[config.mk]
export PLATFORM = sky130hd
export DESIGN_NAME = x86_insn_class_length_decode_unit_flat
export DESIGN_NICKNAME = d
export VERILOG_FILES = /design/src/hw/rtl/xild_pkg.sv /design/src/hw/rtl/xild_in_if.sv /design/src/hw/rtl/xild_out_if.sv /design/src/hw/rtl/xild_core.sv /design/src/hw/rtl/x86_insn_class_length_decode_unit.sv /design/src/flat_wrapper.sv
export SDC_FILE = /design/constraint.sdc
export NUM_CORES = 1
export LEC_CHECK = 0
export BUFFER_PORTS_ARGS = -buffer_cell sky130_fd_sc_hd__buf_2
export CAP_MARGIN = 20
export CORE_ASPECT_RATIO = 1.4
export CORE_UTILIZATION = 35
export DETAILED_ROUTE_END_ITERATION = 8
export PLACE_DENSITY = 0.57
export SETUP_SLACK_MARGIN = 0.15
export SYNTH_ARGS = -nofsm -noshare
export SYNTH_HDL_FRONTEND = slang
export SYNTH_SLANG_ARGS = --single-unit
[constraint.sdc]
create_clock -name clk -period 11.82 [get_ports clk]
set_clock_uncertainty 0.2 [all_clocks]
set_input_delay 2.364 -clock clk [delete_from_list [all_inputs] [get_ports clk]]
set_output_delay 2.364 -clock clk [all_outputs]
set_load 0.05 [all_outputs]
[src/hw/rtl/xild_pkg.sv]
// shared types, opcode constants and length functions for the x86 class/length decoder
package xild_pkg;

  localparam logic [7:0] REX_LO     = 8'h48;
  localparam logic [7:0] REX_HI     = 8'h4F;
  localparam logic [7:0] OP_NOP     = 8'h90;
  localparam logic [7:0] OP_ESC     = 8'h0F;
  localparam logic [7:0] OP_MNOP    = 8'h1F;
  localparam logic [3:0] HI_JCCNEAR = 4'h8;
  localparam logic [3:0] HI_CMOV    = 4'h4;
  localparam logic [7:0] OP_PREF    = 8'h18;
  localparam logic [7:0] OP_RET     = 8'hC3;
  localparam logic [7:0] OP_JMPS    = 8'hEB;
  localparam logic [7:0] OP_JMPN    = 8'hE9;
  localparam logic [3:0] HI_JCCS    = 4'h7;
  localparam logic [5:0] HI_MOV     = 6'b100010;
  localparam logic [7:0] OP_REP     = 8'hF3;
  localparam logic [7:0] OP_STOSB   = 8'hAA;

  typedef enum logic [3:0] {
    CLS_UNKNOWN  = 4'd0,
    CLS_REXFALL  = 4'd1,
    CLS_NOP      = 4'd2,
    CLS_MULTINOP = 4'd3,
    CLS_JCCNEAR  = 4'd4,
    CLS_CMOV     = 4'd5,
    CLS_PREFETCH = 4'd6,
    CLS_OTHER0F  = 4'd7,
    CLS_RET      = 4'd8,
    CLS_JMPSHORT = 4'd9,
    CLS_JMPNEAR  = 4'd10,
    CLS_JCCSHORT = 4'd11,
    CLS_MOV      = 4'd12,
    CLS_REPSTOSB = 4'd13,
    CLS_REPOTHER = 4'd14
  } insn_class_t;

  // after rex extraction
  typedef struct packed {
    logic       rex;
    logic [2:0] rex_bits;
    logic [7:0] op;
    logic [7:0] nx1;
    logic [7:0] nx2;
  } s1_t;

  // after opcode match
  typedef struct packed {
    logic       rex;
    logic [2:0] rex_bits;
    logic [7:0] op;
    logic [3:0] cc_op;
    logic [3:0] cc_nx1;
    logic       nop;
    logic       esc;
    logic       mnop;
    logic       jccnear;
    logic       cmov;
    logic       pref;
    logic       ret;
    logic       jmps;
    logic       jmpn;
    logic       jccs;
    logic       mov;
    logic       rep;
    logic       stosb;
    logic [3:0] len_mnop;
    logic [3:0] len_mov;
  } s2_t;

  typedef struct packed {
    logic [3:0] insn_class;
    logic [3:0] insn_length;
    logic [3:0] cond_code;
    logic       rex_found;
    logic [2:0] rex_bits;
    logic [7:0] opcode_byte;
  } res_t;

  function automatic logic [3:0] mnop_len(input logic [7:0] modrm);
    logic [1:0] md;
    logic [2:0] rm;
    logic [3:0] len;
    md  = modrm[7:6];
    rm  = modrm[2:0];
    len = 4'd3;
    if (md == 2'd1 && rm == 3'd0) len = 4'd4;
    if (md == 2'd1 && rm == 3'd4) len = 4'd5;
    if (md == 2'd2 && rm == 3'd0) len = 4'd7;
    if (md == 2'd2 && rm == 3'd4) len = 4'd8;
    return len;
  endfunction

  function automatic logic [3:0] mov_len(input logic [7:0] modrm);
    logic [1:0] md;
    logic [2:0] rm;
    logic [3:0] len;
    md  = modrm[7:6];
    rm  = modrm[2:0];
    len = 4'd2;
    if (md == 2'd1) len = len + 4'd1;
    if (md == 2'd2) len = len + 4'd4;
    if (md == 2'd0 && rm == 3'd5) len = len + 4'd4;
    if (md != 2'd3 && rm == 3'd4) len = len + 4'd1;
    return len;
  endfunction

endpackage

[src/hw/rtl/xild_in_if.sv]
// input channel carrying a four-byte instruction window
interface xild_in_if;
  logic       valid;
  logic       ready;
  logic [7:0] byte0;
  logic [7:0] byte1;
  logic [7:0] byte2;
  logic [7:0] byte3;

  modport source (output valid, output byte0, output byte1, output byte2, output byte3,
                  input ready);
  modport sink   (input valid, input byte0, input byte1, input byte2, input byte3,
                  output ready);
endinterface

[src/hw/rtl/xild_out_if.sv]
// output channel carrying one decoded instruction word
interface xild_out_if;
  logic       valid;
  logic       ready;
  logic [3:0] insn_class;
  logic [3:0] insn_length;
  logic [3:0] cond_code;
  logic       rex_found;
  logic [2:0] rex_bits;
  logic [7:0] opcode_byte;

  modport source (output valid, output insn_class, output insn_length, output cond_code,
                  output rex_found, output rex_bits, output opcode_byte, input ready);
  modport sink   (input valid, input insn_class, input insn_length, input cond_code,
                  input rex_found, input rex_bits, input opcode_byte, output ready);
endinterface

[src/hw/rtl/xild_core.sv]
// opcode match and class/length select stages of the decoder
module xild_core (
  input  logic          clk,
  input  logic          rst,
  input  logic          en,
  input  logic          s1_valid,
  input  xild_pkg::s1_t s1,
  output logic          res_valid,
  output xild_pkg::res_t res
);
  import xild_pkg::*;

  s2_t  s2_next;
  s2_t  s2;
  logic v2;
  res_t res_next;

  always_comb begin
    s2_next          = '0;
    s2_next.rex      = s1.rex;
    s2_next.rex_bits = s1.rex_bits;
    s2_next.op       = s1.op;
    s2_next.cc_op    = s1.op[3:0];
    s2_next.cc_nx1   = s1.nx1[3:0];
    s2_next.nop      = (s1.op == OP_NOP) && !s1.rex;
    s2_next.esc      = (s1.op == OP_ESC);
    s2_next.mnop     = (s1.nx1 == OP_MNOP);
    s2_next.jccnear  = (s1.nx1[7:4] == HI_JCCNEAR);
    s2_next.cmov     = (s1.nx1[7:4] == HI_CMOV);
    s2_next.pref     = (s1.nx1 == OP_PREF) && (s1.nx2[5:3] == 3'd0);
    s2_next.ret      = (s1.op == OP_RET) && !s1.rex;
    s2_next.jmps     = (s1.op == OP_JMPS);
    s2_next.jmpn     = (s1.op == OP_JMPN);
    s2_next.jccs     = (s1.op[7:4] == HI_JCCS);
    s2_next.mov      = (s1.op[7:2] == HI_MOV);
    s2_next.rep      = (s1.op == OP_REP);
    s2_next.stosb    = (s1.nx1 == OP_STOSB);
    s2_next.len_mnop = mnop_len(s1.nx2);
    s2_next.len_mov  = mov_len(s1.nx1);
  end

  always_comb begin
    insn_class_t cls;
    logic [3:0]  len;
    logic [3:0]  cc;
    cls = s2.rex ? CLS_REXFALL : CLS_UNKNOWN;
    len = 4'd1;
    cc  = 4'd0;
    if (s2.nop) begin
      cls = CLS_NOP;      len = 4'd1;
    end else if (s2.esc) begin
      if (s2.mnop) begin
        cls = CLS_MULTINOP; len = s2.len_mnop;
      end else if (s2.jccnear) begin
        cls = CLS_JCCNEAR;  len = 4'd6; cc = s2.cc_nx1;
      end else if (s2.cmov) begin
        cls = CLS_CMOV;     len = 4'd3; cc = s2.cc_nx1;
      end else if (s2.pref) begin
        cls = CLS_PREFETCH; len = 4'd3;
      end else begin
        cls = CLS_OTHER0F;  len = 4'd2;
      end
    end else if (s2.ret) begin
      cls = CLS_RET;      len = 4'd1;
    end else if (s2.jmps) begin
      cls = CLS_JMPSHORT; len = 4'd2;
    end else if (s2.jmpn) begin
      cls = CLS_JMPNEAR;  len = 4'd5;
    end else if (s2.jccs) begin
      cls = CLS_JCCSHORT; len = 4'd2; cc = s2.cc_op;
    end else if (s2.mov) begin
      cls = CLS_MOV;      len = s2.len_mov;
    end else if (s2.rep && s2.stosb) begin
      cls = CLS_REPSTOSB; len = 4'd2;
    end else if (s2.rep) begin
      cls = CLS_REPOTHER; len = 4'd2;
    end
    res_next.insn_class  = cls;
    res_next.insn_length = len + {3'd0, s2.rex};
    res_next.cond_code   = cc;
    res_next.rex_found   = s2.rex;
    res_next.rex_bits    = s2.rex_bits;
    res_next.opcode_byte = s2.op;
  end

  always_ff @(posedge clk) begin
    if (rst) begin
      v2        <= 1'b0;
      res_valid <= 1'b0;
    end else if (en) begin
      v2        <= s1_valid;
      res_valid <= v2;
    end
  end

  always_ff @(posedge clk) begin
    if (en) begin
      s2  <= s2_next;
      res <= res_next;
    end
  end

endmodule

[src/hw/rtl/x86_insn_class_length_decode_unit.sv]
// top level of the x86-64 instruction class and length decoder
// an accepted window is registered in s1, then s2, then the result word
// throughput: one word per cycle; all stages advance together when the output is free
// a stalled output holds every stage, so nothing is lost or repeated
// reset: synchronous, clears the stage valid bits only
module x86_insn_class_length_decode_unit (
  input  logic  clk,
  input  logic  rst,
  xild_in_if.sink    insn,
  xild_out_if.source result
);
  import xild_pkg::*;

  logic en;
  logic v1;
  s1_t  s1_next;
  s1_t  s1;
  logic res_valid;
  res_t res;

  assign en         = !res_valid || result.ready;
  assign insn.ready = en;

  always_comb begin
    s1_next.rex      = (insn.byte0 >= REX_LO) && (insn.byte0 <= REX_HI);
    s1_next.rex_bits = s1_next.rex ? insn.byte0[2:0] : 3'd0;
    s1_next.op       = s1_next.rex ? insn.byte1 : insn.byte0;
    s1_next.nx1      = s1_next.rex ? insn.byte2 : insn.byte1;
    s1_next.nx2      = s1_next.rex ? insn.byte3 : insn.byte2;
  end

  always_ff @(posedge clk) begin
    if (rst) begin
      v1 <= 1'b0;
    end else if (en) begin
      v1 <= insn.valid;
    end
  end

  always_ff @(posedge clk) begin
    if (en) begin
      s1 <= s1_next;
    end
  end

  xild_core u_core (
    .clk       (clk),
    .rst       (rst),
    .en        (en),
    .s1_valid  (v1),
    .s1        (s1),
    .res_valid (res_valid),
    .res       (res)
  );

  assign result.valid       = res_valid;
  assign result.insn_class  = res.insn_class;
  assign result.insn_length = res.insn_length;
  assign result.cond_code   = res.cond_code;
  assign result.rex_found   = res.rex_found;
  assign result.rex_bits    = res.rex_bits;
  assign result.opcode_byte = res.opcode_byte;

endmodule

[src/flat_wrapper.sv]
// flat-port wrapper written by rule: the top's interface ports become plain ports
module x86_insn_class_length_decode_unit_flat import xild_pkg::*;
  (clk, rst, insn_valid, insn_byte0, insn_byte1, insn_byte2, insn_byte3, insn_ready, result_valid, result_insn_class, result_insn_length, result_cond_code, result_rex_found, result_rex_bits, result_opcode_byte, result_ready);
  xild_in_if insn_i ();
  xild_out_if result_i ();
  input  logic clk;
  input  logic rst;
  input wire logic [$bits(insn_i.valid)-1:0] insn_valid;
  input wire logic [$bits(insn_i.byte0)-1:0] insn_byte0;
  input wire logic [$bits(insn_i.byte1)-1:0] insn_byte1;
  input wire logic [$bits(insn_i.byte2)-1:0] insn_byte2;
  input wire logic [$bits(insn_i.byte3)-1:0] insn_byte3;
  output wire logic [$bits(insn_i.ready)-1:0] insn_ready;
  output wire logic [$bits(result_i.valid)-1:0] result_valid;
  output wire logic [$bits(result_i.insn_class)-1:0] result_insn_class;
  output wire logic [$bits(result_i.insn_length)-1:0] result_insn_length;
  output wire logic [$bits(result_i.cond_code)-1:0] result_cond_code;
  output wire logic [$bits(result_i.rex_found)-1:0] result_rex_found;
  output wire logic [$bits(result_i.rex_bits)-1:0] result_rex_bits;
  output wire logic [$bits(result_i.opcode_byte)-1:0] result_opcode_byte;
  input wire logic [$bits(result_i.ready)-1:0] result_ready;
  assign insn_i.valid = insn_valid;
  assign insn_i.byte0 = insn_byte0;
  assign insn_i.byte1 = insn_byte1;
  assign insn_i.byte2 = insn_byte2;
  assign insn_i.byte3 = insn_byte3;
  assign insn_ready = insn_i.ready;
  assign result_valid = result_i.valid;
  assign result_insn_class = result_i.insn_class;
  assign result_insn_length = result_i.insn_length;
  assign result_cond_code = result_i.cond_code;
  assign result_rex_found = result_i.rex_found;
  assign result_rex_bits = result_i.rex_bits;
  assign result_opcode_byte = result_i.opcode_byte;
  assign result_i.ready = result_ready;
  x86_insn_class_length_decode_unit u_core (.clk(clk), .rst(rst), .insn(insn_i), .result(result_i));
endmodule
==> results.toml <==
[synthesis]
synthCells = 250
synth_largest_area_cell = "sky130_fd_sc_hd__edfxtp_1"
synth-async-reset-ratio = 0
yosys.area_share.adder = 0.0150
synth_ff_type = "sky130_fd_sc_hd__edfxtp_1"
postSynthAreaPerCell_um2 = 15.4
synthTopCellsByArea = "sky130_fd_sc_hd__edfxtp_1, sky130_fd_sc_hd__mux2_1, sky130_fd_sc_hd__nor2_1"
yosys.area_share.xor_xnor = 0.00456
compound_cell_area_share_of_the_yosys_netlist = 0.0629
total_nets_after_synthesis = 290
synth.distinct_cells = 48
synth_simple_gate_area_frac = 0.116
ys_ff_latch = 92
seq_area_frac_synth = 0.711
synth.area.mux_share = 0.0762
synth_area_um2 = 3840
main_combinational_cell_family_by_area_after_synthesis = "simple AND/OR/NAND/NOR gates"
synthDominantCellAreaShare = 0.696
synth_edf_count = 89
ys.warnings.count = 0

[hold_path]
min_from = "u_core.s1[24]"
holdPathEnd = "u_core.u_core.res_next[8]"
hold_class = "register to register"
hold_depth = 0

[drt]
drt_wl_total_mm = 6.63
vias_per_cell = 4.87
via_count = 2257
antenna_left = 0
firstDrtPassIters = 4
drtIter0Drc = 102
drt-wirelength-per-cell_um = 14.3
drt_drc_violations_left = 0

[finish]
antenna-diode-count = 0
finalNetCount = 360
final_util = 0.444
post_layout_nonfiller_instances = 463
layout.filler_cells = 944
areaGrowthSynthToFinish_pct = 21.6
most-common-layout-cells = "sky130_fd_sc_hd__edfxtp_1, sky130_fd_sc_hd__buf_2, sky130_fd_sc_hd__mux2_1, sky130_fd_sc_hd__nor2_1, sky130_fd_sc_hd__a21oi_1"
layout.cells.most_common = "sky130_fd_sc_hd__edfxtp_1"
final_area_um2 = 4670
post_route_cells_drive_above_1_share = 0.268

[pwr]
switching_share = 0.220
p_seq_frac = 0.505
leakage_nw = 1.87
design_power_total_w = 0.000780
power_frac_clock = 0.405
power.density_nw_per_um2 = 167
vdd.ir_drop.worst_v = 0.0000670
p_switching_w = 0.000172
comb_power_share = 0.090
power.internal_w = 0.000609

[outcome]
run_status = "complete, no violations"

[global_route]
grt_pass1_wl_mm = 10.8
grt_overflow_total = 0
grt_antenna_before_repair = 0
globalRouteTotalUtil = 0.124
via_count_of_the_first_global_routing_pass = 2267
grt_max_degree = 94

[sta]
clock.fmax_ghz = 0.178
timing_worst_slew_pin_value_ps = 650
worst_rel_slew_slack = 0.566
hold_violations = 0
layout_worst_path_cycle_share = 0.476
setup_tns_ps = 0
timing.final.setup_violations = 0
report.final.slew_viol_count = 0
setup_repair_after_global_routing_missed_its_margin = "false"
period_minus_slack_ps = 5620

[clock_tree]
cts_resized = 0
cts_hold_buffers = 0
cts_buffers = 9
postCtsSetupBuffers = 0
htree_num_levels = 3
maximum_count_of_clock_buffers_along_a_single_path = 2
cts_root_buf = "sky130_fd_sc_hd__clkbuf_16"
cts_tree = "built"
numClockSinks = 92
path_clk_slew_ps = 60
clock_latency_ps = 330

[place]
area_post_placement_um2 = 4310
io_buffer_count = 61
place.gp.congestion = 0.878
detailed_place_hpwl_mm = 4.65
place.detailed.instances = 446

[floorplanning]
die_x_um = 90.5
core_region_area_um2 = 10500
initial_core_util = 0.365
boundaryPins = 62
placement_rows = 44
die_h_um = 126
design.die.area_um2 = 11400

[setup_path]
worst-setup-path-type = "input port to output port"
r2r-end = "u_core.u_core.res[19]"
start_point_of_the_critical_path = "result_ready"
setup.worst_path.start_class = "input port"
rr_startpoint = "u_core.u_core.s2[10]"
data_arrival_time_of_the_worst_path_ps = 3060
critPathMaxFanout = 13
cp-end-kind = "output port"
cp.required_ps = 9260
worst-r2r-setup-slack_ps = 9380
worst-r2r-cell-count = 8

[run]
max_cap_violations = 0
synthesized netlist by cell type (2+ instances only):
| cell | n |
|---|---|
| sky130_fd_sc_hd__a21o_1 | 2 |
| sky130_fd_sc_hd__nand3_1 | 5 |
| sky130_fd_sc_hd__mux2_1 | 20 |
| sky130_fd_sc_hd__ha_1 | 3 |
| sky130_fd_sc_hd__and3_1 | 3 |
| sky130_fd_sc_hd__nor2b_1 | 5 |
| sky130_fd_sc_hd__clkbuf_1 | 2 |
| sky130_fd_sc_hd__nand2b_1 | 5 |
| sky130_fd_sc_hd__or4_1 | 2 |
| sky130_fd_sc_hd__and2_1 | 5 |
| sky130_fd_sc_hd__buf_4 | 2 |
| sky130_fd_sc_hd__a22oi_1 | 5 |
| sky130_fd_sc_hd__edfxtp_1 | 89 |
| sky130_fd_sc_hd__o21ai_0 | 6 |
| sky130_fd_sc_hd__mux2_2 | 2 |
| sky130_fd_sc_hd__o21a_1 | 2 |
| sky130_fd_sc_hd__nor2_1 | 19 |
| sky130_fd_sc_hd__and3b_1 | 2 |
| sky130_fd_sc_hd__nor4_1 | 5 |
| sky130_fd_sc_hd__nand2_1 | 9 |
| sky130_fd_sc_hd__a21oi_1 | 10 |
| sky130_fd_sc_hd__nor3b_1 | 4 |
| sky130_fd_sc_hd__mux2i_1 | 3 |
| sky130_fd_sc_hd__inv_1 | 8 |
| sky130_fd_sc_hd__nor3_1 | 5 |
| sky130_fd_sc_hd__dfxtp_1 | 3 |
| sky130_fd_sc_hd__nand4_1 | 2 |
| sky130_fd_sc_hd__o21bai_1 | 2 |
per-layer routing:
metal,wire (µm),vias to the layer above,share of wire,track usage
met4,149,0,0.022,0.0626
met5,0,-,0,0
met1,2770,1075,0.42,0.142
li1,-,1106,-,-
met2,3410,66,0.51,0.211
met3,304,10,0.046,0.0344
sequential cells by signal, summed over array words and instances (netlist names):
register,cells
u_core.u_core.res_next,12
u_core.u_core.v2,1
u_core.s1,28
u_core.u_core.res,24
u_core.u_core.s2,25
u_core.v1,1
u_core.u_core.res_valid,1
worst max-delay path, cell delays in order:
cell and delay (ps):
sky130_fd_sc_hd__buf_2 80, sky130_fd_sc_hd__nand2b_4 100, sky130_fd_sc_hd__buf_4 220, sky130_fd_sc_hd__buf_2 300
power groups by stage:
stage	Sequential [W]	Clock (W)	Combinational, W
3_3_place_gp	0.000401	0	0.0000695
6_report	0.000394	0.000316	0.0000705
4_1_cts	0.000394	0.000322	0.0000708
2_1_floorplan	0.000427	0	0.0000222
3_5_place_dp	0.000401	0	0.0000704
5_1_grt	0.000397	0.000337	0.0000761
cells by family after synthesis:
family          count (synthesis)
fa+ha+maj                       4
simple gates                   79
xor+xnor                        2
compound gates                 35
buf+inv                        12
flops                          92
mux                            26
area by class of cell:
cell class,count,area (µm²),share of cell area
clock buffer,10,229,0.0490
clock inverter,6,103,0.0220
inverter,8,30.0,0.00643
multi-input combinational,146,1060,0.228
sequential,92,2730,0.585
tap,138,173,0.0370
timing repair buffer,63,340,0.0729
worst max-delay path by stage:
stage,endpoint
2_1_floorplan,insn_ready
3_3_place_gp,insn_ready
3_5_place_dp,insn_ready
4_1_cts,insn_ready
5_1_grt,insn_ready
6_report,insn_ready
per-stage QoR:
stage | hold WS, ps | setup WS (ps)
final | 220 | 6200
after global routing | 238 | 6170
after CTS | 220 | 5390
after detailed placement | 207 | 5400
after global placement | 204 | 5440
after floorplan | 200 | 4290
No activity file was read; power rests on OpenSTA's default activity.
